--- config.mk ---
export PLATFORM = sky130hd
export DESIGN_NAME = rccc_alu
export DESIGN_NICKNAME = d
export VERILOG_FILES = /design/src/rccc_pkg.sv /design/src/rccc_alu.sv
export SDC_FILE = /design/constraint.sdc
export NUM_CORES = 1
export LEC_CHECK = 0
export BUFFER_PORTS_ARGS = -buffer_cell sky130_fd_sc_hd__buf_2
export CAP_MARGIN = 20
export CELL_PAD_IN_SITES_DETAIL_PLACEMENT = 0
export CELL_PAD_IN_SITES_GLOBAL_PLACEMENT = 1
export CORE_AREA = 2 2 150 152
export DETAILED_ROUTE_END_ITERATION = 8
export DIE_AREA = 0 0 152 154
export PLACE_DENSITY_LB_ADDON = 0.3
export SYNTH_ARGS = -nofsm -noshare
export SYNTH_HDL_FRONTEND = slang
export SYNTH_SLANG_ARGS = --single-unit
--- constraint.sdc ---
create_clock -name vclk -period 3.2
set_input_delay 0 -clock vclk [all_inputs]
set_output_delay 0 -clock vclk [all_outputs]
set_load 0.02 [all_outputs]
--- src/rccc_pkg.sv ---
// ----------------------------------------------------------------------------
// rccc_pkg
// Types, widths and constants shared by the row cosine coherence checker.
// ----------------------------------------------------------------------------
package rccc_pkg;

  localparam int ACC_W  = 46;
  localparam int ALU_W  = 92;
  localparam int CNT_W  = 17;
  localparam int SUM_W  = 33;
  localparam int STEP_W = 6;

  localparam int PROD_STEPS = 46;
  localparam int SQRT_STEPS = 46;
  localparam int DIV_STEPS  = 15;
  localparam int MEAN_STEPS = 33;

  localparam logic signed [15:0] THRESH_RESET = 16'sd32440;
  localparam logic signed [15:0] Q15_ONE      = 16'sd32767;
  localparam logic signed [15:0] Q15_MIN      = -16'sd32768;
  localparam logic [CNT_W-1:0]   CNT_MAX      = {CNT_W{1'b1}};

  typedef struct packed {
    logic signed [15:0] value_a;
    logic signed [15:0] value_b;
    logic               end_of_row;
    logic               end_of_tensor;
  } rccc_in_t;

  typedef struct packed {
    logic [15:0]        row_index;
    logic signed [15:0] row_cosine;
    logic               row_flagged;
    logic signed [15:0] min_cos;
    logic [16:0]        flagged_count;
    logic signed [15:0] avg_cos;
    logic               tensor_done;
  } rccc_out_t;

  typedef struct packed {
    logic [ALU_W-1:0] x;
    logic [ALU_W-1:0] y;
    logic             sub;
  } rccc_alu_req_t;

  typedef enum logic [3:0] {
    S_IDLE,
    S_MAC,
    S_ZCHK,
    S_PROD,
    S_SQRT,
    S_DCHK,
    S_DIV,
    S_ROW,
    S_MEAN,
    S_OUT
  } rccc_state_t;

endpackage

--- src/rccc_alu.sv ---
// ----------------------------------------------------------------------------
// rccc_alu
// Shared wide adder / subtractor; carry out of a subtract means x >= y.
// ----------------------------------------------------------------------------
module rccc_alu
  import rccc_pkg::*;
(
  input  rccc_alu_req_t    req,
  output logic [ALU_W-1:0] res,
  output logic             carry
);

  logic [ALU_W-1:0] y_op;

  assign y_op = req.sub ? ~req.y : req.y;
  assign {carry, res} = {1'b0, req.x} + {1'b0, y_op} + (ALU_W+1)'(req.sub);

endmodule

==> results.cfg <==
[run_status]
outcome = finished, final reports clean

[global_routing]
antenna_found_initial = 4
grt_pass1_vias = 9309
grt_pass1_wl_um = 45700
grt_use_total_pct = 23.2
grt_start_max_net_pins = 27
grt_overflow_total = 0

[die]
die_width_um = 152
coreArea_um2 = 21700
io_pins = 278
std_cell_rows = 54
dieArea_um2 = 23400
initial_core_util_pct = 30.8
die-height_um = 154

[layout]
nets = 1842
area_growth_pct = 72.1
seq_cell_count = 0
num-clock-buffers = 0
final-seq-area_um2 = 0
drive_gt1_share_pct = 45.6
postLayoutCoreUtil_pct = 53.0
final_cells = 1840
fill_cells = 2190

[yosys]
synthSimpleGateAreaFrac_pct = 20.3
synth_top_area_share_pct = 18.2
synth_top_family_by_area = compound AO/OA/AOI/OAI gates
syn_nets = 1288
synth_cell_types = 58
yosys_warnings = 0
synth_xor_area_share_pct = 23.3
synth_compound_gate_area_share_pct = 32.5
synthMuxAreaShare_pct = 0.150
synth_fa_ha_area_share_pct = 18.5
synth.area.top_cells = ha_1 (18%), xor2_1 (16%), a21oi_1 (11%), xnor2_1 (7.3%), o21ai_0 (5.8%)
avgSynthCellArea_um2 = 6.64
synth_top_area_cell = ha_1
syn_area_um2 = 6680
synthCells = 1005
synth_seq_area_share_pct = 0

[placement]
pre_cts_ws_ns = -0.330
dp_cells = 1812
dp_hpwl_um = 25000
gp_congestion = 0.935
portBuffers = 278

[critical_path]
arrival_ns = 3.16
cp_max_fo = 6
crit_path_end_kind = output pin
path_class = input pin to output pin
crit_required_ns = 3.20
critPathLaunchType = input pin

[pwr]
p_per_area_nw_per_um2 = 362
p_leak_nw = 5.71
ir_worst_vdd_mv = 0.271

[min_path]
holdCritPathClass = input pin to output pin

[timing]
fmax_mhz = 317
slew_violations = 0
relSlewSlack_pct = 70.7
tightest_slew_ns = 0.435
setup-tns-final_ns = 0
setup_viol = 0
hold_violations = 0
rsz0062_at_grt = yes
min_period_over_period_pct = 98.6
fin_crit_ns = 3.16
fin_ws_ns = 0.0434

[routing]
postRouteAntennaNets = 0
route.detailed.drc = 0
dr_total_vias = 9308
drt-initial-drc-count = 374
vias_per_cell = 5.06
drt-total-wl_um = 29300
firstDrtPassIters = 4
wl_per_cell_um = 15.9

[flow_run]
max-cap-violations = 0
metrics by stage:
| stage | power (mW) | hold WS (ns) | area, µm² |
|---|---|---|---|
| finish | 4.16 | 0.304 | 11500 |
| global route | 4.49 | 0.323 | 11500 |
| CTS | 3.96 | 0.309 | 11000 |
| detailed placement | 3.80 | 0.309 | 10600 |
| global placement | 3.80 | 0.316 | 10600 |
| floorplan | 2.14 | 0.124 | 6750 |
cell type report:
| class | count | area [µm²] | area share [%] |
|---|---|---|---|
| antenna | 3 | 7.51 | 0.0653 |
| inverter | 43 | 161 | 1.40 |
| multi-input combinational | 912 | 6940 | 60.4 |
| tap | 280 | 350 | 3.05 |
| timing repair buffer | 602 | 4030 | 35.1 |
Yosys cell counts, types with 28 or more instances:
| cell type | n |
|---|---|
| xnor2_1 | 56 |
| a21oi_1 | 142 |
| inv_1 | 43 |
| xor2_1 | 122 |
| nand4_1 | 38 |
| nand2_1 | 92 |
| clkbuf_1 | 40 |
| a21o_1 | 28 |
| nor2_1 | 52 |
| ha_1 | 97 |
| o21bai_1 | 29 |
| o21ai_0 | 78 |
critical path, stage by stage:
cell and delay (ns):
buf_16 0.13, buf_12 0.15, buf_4 0.14, xor2_1 0.16, ha_1 0.38, nand2_2 0.12, o21ai_1 0.07, a21oi_1 0.24
a31oi_2 0.17, or4b_4 0.55, nor3_4 0.25, nor2_2 0.07, a21oi_4 0.25, o21ai_2 0.10, xor2_1 0.18, buf_4 0.17
cells in the final DEF (no fill, tap or decap), drive strengths merged, types with 4 or more instances in the layout:
cell type | netlist | final
buf | 10 | 601
a21oi | 143 | 143
xor2 | 122 | 122
ha | 97 | 97
nand2 | 92 | 92
o21ai | 84 | 84
xnor2 | 56 | 56
nor2 | 53 | 53
inv | 43 | 43
nand4 | 38 | 38
o21bai | 29 | 29
a21o | 28 | 28
nand3 | 15 | 15
a31oi | 14 | 14
nor3 | 14 | 14
a211oi | 12 | 12
nand2b | 11 | 11
o21a | 10 | 10
nor2b | 8 | 8
nor4 | 8 | 8
and2 | 7 | 7
o211ai | 7 | 7
or2 | 7 | 7
a21boi | 7 | 7
or3 | 6 | 6
o31ai | 6 | 6
or4 | 5 | 5
and3 | 4 | 4
worst paths after layout:
check / startpoint / to / cells past startpoint
hold / removal: req[93] / res[0] / 3
setup / recovery: req[0] / res[85] / 16
cells by family (layout without fill, tap and decap cells):
group,after synthesis,after routing
AOI/OAI and AO/OA,359,359
and+or+nand+nor,276,276
muxes,1,1
adders and majority gates,98,98
other,0,3
xor gates and xnor gates,178,178
buffers and inverters,93,645
repair_timing:
action                                  CTS  global route
endpoints found under the setup margin   35            40
gates resized for setup                  67            94
cloned                                    2             1
setup buffers                            12            11
pin swaps                                30            56
hold buffers                              0             0
power breakdown:
part / switching, mW / leakage [nW] / internal [mW]
logic: 2.29 / 5.71 / 1.87
clock network: 0 / 0.0000190 / 0.000000125
registers: 0 / 0 / 0
total: 2.29 / 5.71 / 1.87
per-layer routing:
layer  track usage [%]  share of wire [%]
met1              30.6                 46
met5                 0                  0
met4              3.47                1.4
met3              2.51                5.1
met2              41.5                 48
Note: power is estimated with default switching activity, not from simulation.
